## src/rtl/sisu_pkg.sv

```systemverilog
// Shared types and constants for the 16-bit ISA step unit.
// No dependencies.
`timescale 1ns / 1ps
package sisu_pkg;

  localparam logic [1:0] REQ_LOAD = 2'd0;
  localparam logic [1:0] REQ_SET  = 2'd1;
  localparam logic [1:0] REQ_STEP = 2'd2;

  localparam logic [3:0] IDX_PC = 4'd8;
  localparam logic [3:0] IDX_CC = 4'd9;

  localparam logic [3:0] OP_BR   = 4'h0;
  localparam logic [3:0] OP_ADD  = 4'h1;
  localparam logic [3:0] OP_LD   = 4'h2;
  localparam logic [3:0] OP_ST   = 4'h3;
  localparam logic [3:0] OP_JSR  = 4'h4;
  localparam logic [3:0] OP_AND  = 4'h5;
  localparam logic [3:0] OP_LDR  = 4'h6;
  localparam logic [3:0] OP_STR  = 4'h7;
  localparam logic [3:0] OP_NOT  = 4'h9;
  localparam logic [3:0] OP_LDI  = 4'hA;
  localparam logic [3:0] OP_STI  = 4'hB;
  localparam logic [3:0] OP_JMP  = 4'hC;
  localparam logic [3:0] OP_LEA  = 4'hE;
  localparam logic [3:0] OP_TRAP = 4'hF;

  localparam logic [7:0] TRAP_HALT_VEC = 8'h25;

  localparam logic [2:0] CC_P = 3'b001;
  localparam logic [2:0] CC_Z = 3'b010;
  localparam logic [2:0] CC_N = 3'b100;

  typedef enum logic [3:0] {
    ST_IDLE,
    ST_CLEAR,
    ST_FETCH,
    ST_DECODE,
    ST_IND,
    ST_MEM,
    ST_EXEC,
    ST_DONE
  } state_e;

  // memory port selection
  typedef enum logic [2:0] {
    AS_REQ,
    AS_CLR,
    AS_PC,
    AS_EA,
    AS_IND
  } addr_sel_e;

  typedef struct packed {
    logic      clr_step;
    logic      clr_wr;
    logic      mem_re;
    addr_sel_e addr_sel;
    logic      latch_req;
    logic      do_req;
    logic      latch_ir;
    logic      latch_ind;
    logic      do_exec;
    logic      done;
  } ctrl_t;

  typedef struct packed {
    logic       clr_last;
    logic [1:0] req_type;
    logic [3:0] opcode;
  } status_t;

  function automatic logic [15:0] sext9(input logic [15:0] w);
    return {{7{w[8]}}, w[8:0]};
  endfunction

  function automatic logic [15:0] sext6(input logic [15:0] w);
    return {{10{w[5]}}, w[5:0]};
  endfunction

  function automatic logic [15:0] sext5(input logic [15:0] w);
    return {{11{w[4]}}, w[4:0]};
  endfunction

  function automatic logic [15:0] sext11(input logic [15:0] w);
    return {{5{w[10]}}, w[10:0]};
  endfunction

  function automatic logic [2:0] cc_of(input logic [15:0] v);
    if (v == 16'd0) begin
      return CC_Z;
    end else if (v[15]) begin
      return CC_N;
    end
    return CC_P;
  endfunction

endpackage

```

## src/rtl/sisu_ctrl.sv

```systemverilog
// Controller state machine of the step unit.
// Depends on sisu_pkg.
`timescale 1ns / 1ps
module sisu_ctrl (
  input  logic             clk_i,
  input  logic             rst_ni,
  input  logic             start_i,
  input  sisu_pkg::status_t status_i,
  output sisu_pkg::ctrl_t   ctrl_o,
  output logic             busy_o
);
  import sisu_pkg::*;

  state_e state_q, state_d;

  always_ff @(posedge clk_i or negedge rst_ni) begin
    if (!rst_ni) begin
      state_q <= ST_CLEAR;
    end else begin
      state_q <= state_d;
    end
  end

  always_comb begin
    state_d = state_q;
    ctrl_o = '0;
    ctrl_o.addr_sel = AS_REQ;
    busy_o = 1'b1;
    case (state_q)
      ST_CLEAR: begin
        ctrl_o.addr_sel = AS_CLR;
        ctrl_o.clr_wr = 1'b1;
        ctrl_o.clr_step = 1'b1;
        if (status_i.clr_last) begin
          state_d = ST_IDLE;
        end
      end
      ST_IDLE: begin
        busy_o = 1'b0;
        if (start_i) begin
          ctrl_o.latch_req = 1'b1;
          state_d = ST_FETCH;
        end
      end
      ST_FETCH: begin
        if (status_i.req_type == REQ_STEP) begin
          ctrl_o.addr_sel = AS_PC;
          ctrl_o.mem_re = 1'b1;
          state_d = ST_DECODE;
        end else begin
          ctrl_o.do_req = 1'b1;
          state_d = ST_DONE;
        end
      end
      ST_DECODE: begin
        ctrl_o.latch_ir = 1'b1;
        state_d = ST_MEM;
      end
      ST_MEM: begin
        ctrl_o.addr_sel = AS_EA;
        ctrl_o.mem_re = 1'b1;
        if (status_i.opcode == OP_LDI || status_i.opcode == OP_STI) begin
          state_d = ST_IND;
        end else begin
          state_d = ST_EXEC;
        end
      end
      ST_IND: begin
        ctrl_o.latch_ind = 1'b1;
        ctrl_o.addr_sel = AS_IND;
        ctrl_o.mem_re = 1'b1;
        state_d = ST_EXEC;
      end
      ST_EXEC: begin
        ctrl_o.do_exec = 1'b1;
        ctrl_o.addr_sel = (status_i.opcode == OP_STI) ? AS_IND : AS_EA;
        state_d = ST_DONE;
      end
      ST_DONE: begin
        ctrl_o.done = 1'b1;
        state_d = ST_IDLE;
      end
      default: begin
        state_d = ST_IDLE;
      end
    endcase
  end

endmodule

```

## config.mk

```make
export PLATFORM = sky130hd
export DESIGN_NAME = sisu_ctrl
export DESIGN_NICKNAME = d
export VERILOG_FILES = /design/src/rtl/sisu_pkg.sv /design/src/rtl/sisu_ctrl.sv
export SDC_FILE = /design/constraint.sdc
export NUM_CORES = 1
export LEC_CHECK = 0
export BUFFER_PORTS_ARGS = -buffer_cell sky130_fd_sc_hd__buf_4
export CAP_MARGIN = 20
export CORE_AREA = 2 2 39 41
export CTS_CLUSTER_SIZE = 28
export DETAILED_ROUTE_END_ITERATION = 10
export DIE_AREA = 0 0 41 43
export HOLD_SLACK_MARGIN = 0.03
export PLACE_DENSITY = 0.46
export SYNTH_ARGS = -nofsm -noshare
export SYNTH_HDL_FRONTEND = slang
export SYNTH_SLANG_ARGS = --single-unit
```

## constraint.sdc

```tcl
create_clock -name clk_i -period 1.97 [get_ports clk_i]
set_input_delay 0 -clock clk_i [delete_from_list [all_inputs] [get_ports clk_i]]
set_output_delay 0 -clock clk_i [all_outputs]
set_load 0.01 [all_outputs]
```

==> flow_results.xml, run 1 <==
<?xml version="1.0" encoding="UTF-8"?>
<metrics>
  <group name="clock_tree">
    <metric name="cts.repair.resized" unit="">0</metric>
    <metric name="clock_latency" unit="ns">0.23</metric>
    <metric name="clock_sinks" unit="">3</metric>
    <metric name="clk_transition_reported_paths" unit="ns">0.03</metric>
    <metric name="ctsHtreeMaxLevel" unit="">1</metric>
    <metric name="ctsLongestPathBuffers" unit="">2</metric>
    <metric name="cts_made_buffers" unit="">3</metric>
    <metric name="tritoncts" unit="">yes</metric>
    <metric name="cts_setup_buffers" unit="">0</metric>
    <metric name="root_buffer" unit="">sky130_fd_sc_hd__clkbuf_4</metric>
    <metric name="cts_hold_buffers" unit="">1</metric>
  </group>
  <group name="sta">
    <metric name="setup_viol" unit="">0</metric>
    <metric name="fin_skew" unit="ns">0.000841</metric>
    <metric name="max_clock_freq" unit="GHz">0.672</metric>
    <metric name="rsz_0062_raised_after_global_routing" unit="">no</metric>
    <metric name="finalCritPeriodShare" unit="%">75.5</metric>
    <metric name="max-slew-margin-rel" unit="%">79.8</metric>
    <metric name="post-route-min-period" unit="ns">1.49</metric>
    <metric name="hold_violations" unit="">0</metric>
    <metric name="worst_slew_pin_slew" unit="ns">0.303</metric>
    <metric name="fin_setup_tns" unit="ns">0</metric>
    <metric name="final_max_slew_viol_count" unit="">0</metric>
  </group>
  <group name="detailed_routing">
    <metric name="dr_total_vias" unit="">330</metric>
    <metric name="drt-initial-drc-count" unit="">6</metric>
    <metric name="route.detailed.drc" unit="">0</metric>
    <metric name="drt_pass1_iterations" unit="">3</metric>
    <metric name="detail_route.wirelength" unit="µm">724</metric>
    <metric name="via_per_inst" unit="">4.18</metric>
    <metric name="antenna_violating_nets_post_route" unit="">0</metric>
    <metric name="route.detailed.wl_per_inst" unit="µm">9.16</metric>
  </group>
  <group name="finish">
    <metric name="reg.largest.list" unit="">state_q x3</metric>
    <metric name="max_ffs_per_register" unit="">3</metric>
    <metric name="layout-drive-gt1-share" unit="%">44.4</metric>
    <metric name="finish.instance_area" unit="µm²">482</metric>
    <metric name="area_delta_synth_final" unit="%">66.7</metric>
    <metric name="registers.top_by_ff_count" unit="">state_q</metric>
    <metric name="multi_input_comb_area" unit="µm²">173</metric>
    <metric name="area.sequential" unit="µm²">76.3</metric>
    <metric name="final_net_count" unit="">74</metric>
    <metric name="antennaDiodeCount" unit="">0</metric>
    <metric name="fillCellCount" unit="">156</metric>
  </group>
  <group name="worst_setup_path">
    <metric name="worstPathRequired" unit="ns">1.97</metric>
    <metric name="critical_path.endpoint_type" unit="">primary output</metric>
    <metric name="crit_buf_inv" unit="">1</metric>
    <metric name="setup.worst_path.start_class" unit="">flop</metric>
    <metric name="critical-path-slowest-cell" unit="">sky130_fd_sc_hd__dfrtp_1</metric>
    <metric name="worstPathCellList" unit="">or3b_4, nor2_2, a221o_1, buf_4</metric>
    <metric name="worst_stage_delay_on_the_critical_path" unit="ns">0.51</metric>
    <metric name="critical_path_arrival" unit="ns">1.49</metric>
    <metric name="worst-path-max-fanout" unit="">12</metric>
    <metric name="criticalPathCategory" unit="">flop to primary output</metric>
    <metric name="critPathTopFamily" unit="">simple AND/OR/NAND/NOR gates</metric>
  </group>
  <group name="die">
    <metric name="die_area" unit="µm²">1760</metric>
    <metric name="initial_core_util" unit="%">20.9</metric>
    <metric name="rows" unit="">14</metric>
    <metric name="die_x" unit="µm">41</metric>
    <metric name="ioPinCount" unit="">23</metric>
    <metric name="core_region_area" unit="µm²">1380</metric>
    <metric name="chipHeight" unit="µm">43</metric>
  </group>
  <group name="power">
    <metric name="power.ir.vdd_worst" unit="mV">0.429</metric>
    <metric name="power_frac_comb" unit="%">62.2</metric>
    <metric name="clock_share_of_power" unit="%">14.0</metric>
    <metric name="power.share.switching" unit="%">41.6</metric>
    <metric name="post-layout-total-power" unit="µW">749</metric>
    <metric name="sequentialPowerShare" unit="%">23.8</metric>
    <metric name="leakage" unit="nW">0.254</metric>
    <metric name="p_switching" unit="µW">311</metric>
    <metric name="pwr_density_cell" unit="nW/µm²">1550</metric>
    <metric name="cellInternalPower" unit="µW">437</metric>
  </group>
  <group name="yosys">
    <metric name="synthDistinctLibCells" unit="">22</metric>
    <metric name="synth_flop_cell" unit="">sky130_fd_sc_hd__dfrtp_1</metric>
    <metric name="synth.top_cell.area_share" unit="%">17.3</metric>
    <metric name="mappedNetlistArea" unit="µm²">289</metric>
    <metric name="synth-async-reset-ratio" unit="%">100</metric>
    <metric name="postSynthAreaPerCell" unit="µm²">7.23</metric>
    <metric name="synth_most_common_cell" unit="">sky130_fd_sc_hd__nor2_1</metric>
    <metric name="syn_nets" unit="">50</metric>
    <metric name="synth_cells" unit="">40</metric>
    <metric name="synth_sequential_area_ratio" unit="%">26.4</metric>
    <metric name="synth_edf_count" unit="">0</metric>
    <metric name="top_area_cells_in_the_synthesized_netlist" unit="">sky130_fd_sc_hd__dfrtp_1 (17%), sky130_fd_sc_hd__nor2_1 (12%), sky130_fd_sc_hd__dfstp_2 (9.1%)</metric>
    <metric name="post-synth-top-area-cell" unit="">sky130_fd_sc_hd__dfrtp_1</metric>
    <metric name="ys_ff_latch" unit="">3</metric>
    <metric name="synth_top_cells_by_count" unit="">sky130_fd_sc_hd__nor2_1 (9), sky130_fd_sc_hd__a21oi_1 (3), sky130_fd_sc_hd__inv_1 (3)</metric>
    <metric name="yosys_warnings" unit="">0</metric>
  </group>
  <group name="worst_hold_path">
    <metric name="classification_of_the_worst_slack_hold_path" unit="">input port to flop</metric>
  </group>
  <group name="flow_run">
    <metric name="timing.max_cap.violations" unit="">0</metric>
  </group>
  <group name="global_routing">
    <metric name="total_track_usage" unit="%">9.15</metric>
    <metric name="grt_max_degree" unit="">13</metric>
    <metric name="grt_overflow_total" unit="">0</metric>
    <metric name="global_route_wire_length_before_repair" unit="µm">1060</metric>
    <metric name="antenna_found_initial" unit="">0</metric>
    <metric name="first_global_vias" unit="">287</metric>
  </group>
  <group name="outcome">
    <metric name="status" unit="">finished, final reports clean</metric>
  </group>
  <group name="placement">
    <metric name="post-dp-hpwl" unit="µm">589</metric>
    <metric name="port_buffers" unit="">22</metric>
    <metric name="dpl-instance-area" unit="µm²">445</metric>
    <metric name="place_congestion" unit="">0.603</metric>
  </group>
</metrics>
path summary, 6_finish.rpt:
| check | from | to | slack (ns) | cells after the start |
|---|---|---|---|---|
| max | state_q[1]$_DFFE_PN0P_ | ctrl_o[7] | 0.48 | 4 |
| min | status_i[6] | state_q[0]$_DFFE_PN1P_ | 0.06 | 4 |
| max in group asynchronous | rst_ni | state_q[0]$_DFFE_PN1P_ | 1.68 | 2 |
| min reg2reg | state_q[2]$_DFFE_PN0P_ | state_q[0]$_DFFE_PN1P_ | 0.59 | 1 |
| min in group asynchronous | rst_ni | state_q[2]$_DFFE_PN0P_ | 0.11 | 2 |
| max reg2reg | state_q[1]$_DFFE_PN0P_ | state_q[2]$_DFFE_PN0P_ | 0.76 | 2 |
worst min-delay path, delay by kind of cell:
family	cells	cell delay, ns
compound gates	2	0.18
buf+inv	2	0.11
cell families after synthesis:
| family | after synthesis | share of synthesized area [%] |
|---|---|---|
| compound gates | 10 | 22.5 |
| buf+inv | 7 | 13.9 |
| simple gates | 20 | 37.2 |
| flops | 3 | 26.4 |
power by group through the flow:
stage	Combinational, mW	Clock [mW]	Sequential (mW)
floorplan	0.356	0	0.114
global placement	0.476	0	0.179
detailed placement	0.472	0	0.178
CTS	0.475	0.111	0.178
global route	0.515	0.118	0.190
finish	0.466	0.105	0.178
routing by layer:
layer  share of wire, %  GRT usage (%)  wire length (µm)  vias up
met2                 44           12.8               318       15
met3                9.3           3.14                67        0
met1                 47           10.4               338      138
li1                   -              -                 -      177
met5                  0              0                 0        -
met4                  0           8.00                 0        0
layout make-up:
cell class / instances / area share (%)
well taps: 16 / 4.16
multi-input cells: 30 / 35.8
inverters: 3 / 2.34
repair buffers: 23 / 36.4
flip-flops and latches: 3 / 15.8
clock buffers: 4 / 5.45
metrics by stage:
stage / util, % / hold WS [ns] / setup slack (ns) / instances
after global placement: 32.2 / -0.210 / 0.741 / 74
after detailed placement: 32.2 / -0.209 / 0.731 / 74
after global routing: 34.8 / 0.0686 / 0.391 / 79
after CTS: 34.8 / 0.0614 / 0.476 / 79
final: 34.8 / 0.0603 / 0.482 / 79
after floorplan: - / -0.296 / 0.779 / 40
placed cells by master, fill, tap and decap left out, drive strengths merged:
master,n
a21oi,3
dlygate4sd3,1
nand2b,2
dfstp,1
and2,2
clkbuf,4
or3b,1
or3,1
a221o,1
nor2,10
o22ai,2
nor2b,2
inv,3
o21a,1
a21o,1
and3b,1
dfrtp,2
buf,22
o21ai,1
nand2,1
a21boi,1
Power figures use the tool's default switching activity.
==> run 2, diff against run 1 <==
- ABC_AREA: default -> 1
- PLACE_DENSITY: 0.46 -> 0.47
- clock period: 1.97 -> 1.5 ns (I/O delays scaled with it)
==> run 2 against run 1 <==
Final cell count increased by 10%. Largest cell class unchanged. Worst setup slack lost 0.31 ns. First-iteration DRC count down 17%. Non-clock buffer count up 1. Synthesized area up 1.3%. Sequential power up 23%.
==> flow_results.xml, run 2 <==
<?xml version="1.0" encoding="UTF-8"?>
<metrics>
  <group name="yosys">
    <metric name="synth_simple_gate_area_share" unit="%">47.9</metric>
    <metric name="yosys_warnings" unit="">0</metric>
    <metric name="synth_top_family_by_area" unit="">simple AND/OR/NAND/NOR gates</metric>
    <metric name="synthDistinctLibCells" unit="">16</metric>
    <metric name="post-synth-top-area-cell" unit="">sky130_fd_sc_hd__dfrtp_1</metric>
    <metric name="postSynthAreaPerCell" unit="µm²">6.51</metric>
    <metric name="mappedNetlistArea" unit="µm²">293</metric>
    <metric name="synth_sequential_area_ratio" unit="%">26.1</metric>
    <metric name="muxShareOfSynthArea" unit="%">0</metric>
    <metric name="synth_edf_count" unit="">0</metric>
    <metric name="synth_cells" unit="">45</metric>
    <metric name="synth_top_cells_by_count" unit="">sky130_fd_sc_hd__inv_1 (8), sky130_fd_sc_hd__nand2_1 (6), sky130_fd_sc_hd__nand3_1 (5), sky130_fd_sc_hd__nor2_1 (5), sky130_fd_sc_hd__nand4_1 (3)</metric>
    <metric name="synth.top_cell.area_share" unit="%">17.1</metric>
    <metric name="synth-async-reset-ratio" unit="%">100</metric>
    <metric name="top_area_cells_in_the_synthesized_netlist" unit="">sky130_fd_sc_hd__dfrtp_1 (17%), sky130_fd_sc_hd__inv_1 (10%), sky130_fd_sc_hd__dfstp_2 (9.0%)</metric>
    <metric name="synth_flop_cell" unit="">sky130_fd_sc_hd__dfrtp_1</metric>
    <metric name="syn_nets" unit="">55</metric>
    <metric name="synth_most_common_cell" unit="">sky130_fd_sc_hd__inv_1</metric>
    <metric name="ys_ff_latch" unit="">3</metric>
    <metric name="post_synthesis_compound_gate_area_fraction" unit="%">8.12</metric>
    <metric name="synth_xor_area_share" unit="%">0</metric>
    <metric name="post_synthesis_adder_cell_area_fraction" unit="%">0</metric>
  </group>
  <group name="global_routing">
    <metric name="antenna_found_initial" unit="">0</metric>
    <metric name="grt_overflow_total" unit="">0</metric>
    <metric name="total_track_usage" unit="%">11.1</metric>
    <metric name="grt_max_degree" unit="">11</metric>
    <metric name="global_route_wire_length_before_repair" unit="µm">1340</metric>
    <metric name="first_global_vias" unit="">344</metric>
  </group>
  <group name="clock_tree">
    <metric name="cts_made_buffers" unit="">3</metric>
    <metric name="ctsLongestPathBuffers" unit="">2</metric>
    <metric name="root_buffer" unit="">sky130_fd_sc_hd__clkbuf_4</metric>
    <metric name="clock_sinks" unit="">3</metric>
    <metric name="clk_transition_reported_paths" unit="ns">0.04</metric>
    <metric name="cts_setup_buffers" unit="">0</metric>
    <metric name="cts_hold_buffers" unit="">2</metric>
    <metric name="tritoncts" unit="">yes</metric>
    <metric name="ctsHtreeMaxLevel" unit="">1</metric>
    <metric name="cts.repair.resized" unit="">0</metric>
    <metric name="clock_latency" unit="ns">0.23</metric>
  </group>
  <group name="finish">
    <metric name="fillCellCount" unit="">156</metric>
    <metric name="registers.top_by_ff_count" unit="">state_q</metric>
    <metric name="most-common-layout-cells" unit="">sky130_fd_sc_hd__buf_4 (22), sky130_fd_sc_hd__inv_1 (8), sky130_fd_sc_hd__nand2_1 (6)</metric>
    <metric name="multi_input_comb_area" unit="µm²">164</metric>
    <metric name="max_ffs_per_register" unit="">3</metric>
    <metric name="layout-drive-gt1-share" unit="%">47.9</metric>
    <metric name="antennaDiodeCount" unit="">0</metric>
    <metric name="area_delta_synth_final" unit="%">73.9</metric>
    <metric name="area.sequential" unit="µm²">76.3</metric>
    <metric name="reg.largest.list" unit="">state_q x3</metric>
    <metric name="layout_commonest_cell" unit="">sky130_fd_sc_hd__buf_4</metric>
    <metric name="final_net_count" unit="">82</metric>
  </group>
  <group name="sta">
    <metric name="final_max_slew_viol_count" unit="">0</metric>
    <metric name="setup_viol" unit="">0</metric>
    <metric name="fin_setup_tns" unit="ns">0</metric>
    <metric name="post-route-min-period" unit="ns">1.33</metric>
    <metric name="finalWorstSetupSlack" unit="ns">0.174</metric>
    <metric name="rsz_0062_raised_after_global_routing" unit="">no</metric>
    <metric name="max_clock_freq" unit="GHz">0.754</metric>
    <metric name="fin_skew" unit="ns">0.00258</metric>
    <metric name="finalCritPeriodShare" unit="%">88.4</metric>
    <metric name="max-slew-margin-rel" unit="%">74.4</metric>
    <metric name="hold_violations" unit="">0</metric>
    <metric name="worst_slew_pin_slew" unit="ns">0.384</metric>
  </group>
  <group name="die">
    <metric name="rows" unit="">14</metric>
    <metric name="chipHeight" unit="µm">43</metric>
    <metric name="initial_core_util" unit="%">21.2</metric>
    <metric name="core_region_area" unit="µm²">1380</metric>
    <metric name="die_x" unit="µm">41</metric>
    <metric name="die_area" unit="µm²">1760</metric>
    <metric name="ioPinCount" unit="">23</metric>
  </group>
  <group name="detailed_routing">
    <metric name="detail_route.wirelength" unit="µm">802</metric>
    <metric name="drt_pass1_iterations" unit="">4</metric>
    <metric name="route.detailed.drc" unit="">0</metric>
    <metric name="drt-initial-drc-count" unit="">5</metric>
    <metric name="antenna_violating_nets_post_route" unit="">0</metric>
    <metric name="route.detailed.wl_per_inst" unit="µm">9.22</metric>
    <metric name="via_per_inst" unit="">4.34</metric>
    <metric name="dr_total_vias" unit="">378</metric>
  </group>
  <group name="placement">
    <metric name="port_buffers" unit="">22</metric>
    <metric name="place_congestion" unit="">0.790</metric>
    <metric name="pre_cts_ws" unit="ns">0.409</metric>
    <metric name="post-dp-hpwl" unit="µm">659</metric>
  </group>
  <group name="worst_setup_path">
    <metric name="criticalPathCategory" unit="">flop to primary output</metric>
    <metric name="r2r_cells" unit="">5</metric>
    <metric name="critical_path_arrival" unit="ns">1.33</metric>
    <metric name="worst-path-max-fanout" unit="">7</metric>
    <metric name="setup.worst_path.start_class" unit="">flop</metric>
    <metric name="reg2reg_setup_slack" unit="ns">0.43</metric>
    <metric name="rr_startpoint" unit="">state_q[0]$_DFFE_PN1P_</metric>
    <metric name="worst_stage_delay_on_the_critical_path" unit="ns">0.57</metric>
    <metric name="cp_common_cell" unit="">sky130_fd_sc_hd__nand2_2</metric>
    <metric name="crit_path_end" unit="">ctrl_o[6]</metric>
    <metric name="critical_path.endpoint_type" unit="">primary output</metric>
    <metric name="crit_start" unit="">state_q[0]$_DFFE_PN1P_</metric>
    <metric name="worstReg2RegEnd" unit="">state_q[1]$_DFFE_PN0P_</metric>
    <metric name="critical-path-slowest-cell" unit="">sky130_fd_sc_hd__dfstp_2</metric>
    <metric name="worstPathRequired" unit="ns">1.50</metric>
    <metric name="worstPathCellList" unit="">inv_2, nand2_2, nor2_4, nand2_2, o21ai_2, buf_4</metric>
  </group>
  <group name="power">
    <metric name="power.ir.vdd_worst" unit="mV">0.820</metric>
    <metric name="leakage" unit="nW">0.294</metric>
    <metric name="pwr_density_cell" unit="nW/µm²">2060</metric>
  </group>
  <group name="worst_hold_path">
    <metric name="classification_of_the_worst_slack_hold_path" unit="">input port to asynchronous set/reset pin</metric>
  </group>
  <group name="outcome">
    <metric name="status" unit="">finished, final reports clean</metric>
  </group>
  <group name="flow_run">
    <metric name="timing.max_cap.violations" unit="">0</metric>
  </group>
</metrics>
## run 2: power breakdown
| part | leakage, nW | internal, mW | total [mW] | switching [mW] |
|---|---|---|---|---|
| clock network | 0.0150 | 0.0996 | 0.139 | 0.0396 |
| logic | 0.245 | 0.317 | 0.689 | 0.372 |
| registers | 0.0336 | 0.136 | 0.219 | 0.0832 |
| total | 0.294 | 0.553 | 1.05 | 0.495 |
## run 2: worst max-delay path, delay by kind of cell (launching register included)
family | cells | cell delay (ns)
compound gates | 1 | 0.06
flops | 1 | 0.57
simple gates | 3 | 0.23
buf+inv | 2 | 0.24
## run 2: worst min-delay path by stage
stage / slack, ns / from / to / depth (start not counted)
after detailed placement: -0.21 / rst_ni / state_q[1]$_DFFE_PN0P_ / 1
after floorplan: -0.30 / rst_ni / state_q[1]$_DFFE_PN0P_ / 0
final: 0.1 / rst_ni / state_q[1]$_DFFE_PN0P_ / 2
after CTS: 0.09 / rst_ni / state_q[1]$_DFFE_PN0P_ / 2
after global placement: -0.21 / rst_ni / state_q[1]$_DFFE_PN0P_ / 1
after global routing: 0.10 / rst_ni / state_q[1]$_DFFE_PN0P_ / 2
## run 2: layout make-up
cell class	count	area share (%)
inverters	10	7.37
multi-input cells	30	32.2
clock buffers	4	5.16
flip-flops and latches	3	15.0
well taps	16	3.93
repair buffers	24	36.4
## run 2: cells by family (layout without fill, tap and decap cells)
logic type | count (synthesis) | in the layout
and+or+nand+nor | 26 | 26
buffers and inverters | 12 | 38
AOI/OAI and AO/OA | 4 | 4
DFF | 3 | 3
## run 2: stage by stage
stage | instances | utilization (%) | hold WS (ns) | area (µm²) | power [mW]
2_1_floorplan | 45 | - | -0.296 | 293 | 0.632
5_1_grt | 87 | 36.8 | 0.102 | 509 | 1.15
6_report | 87 | 36.8 | 0.0965 | 509 | 1.05
4_1_cts | 87 | 36.8 | 0.0897 | 509 | 1.06
3_3_place_gp | 81 | 33.5 | -0.210 | 463 | 0.918
3_5_place_dp | 81 | 33.5 | -0.209 | 463 | 0.913
## run 2: routing by layer
metal,vias to the layer above,routed length (µm),global-route usage [%]
li1,197,-,-
met1,167,364,15.6
met2,14,386,14.7
met3,0,51,1.57
met4,0,0,8.00
met5,-,0,0
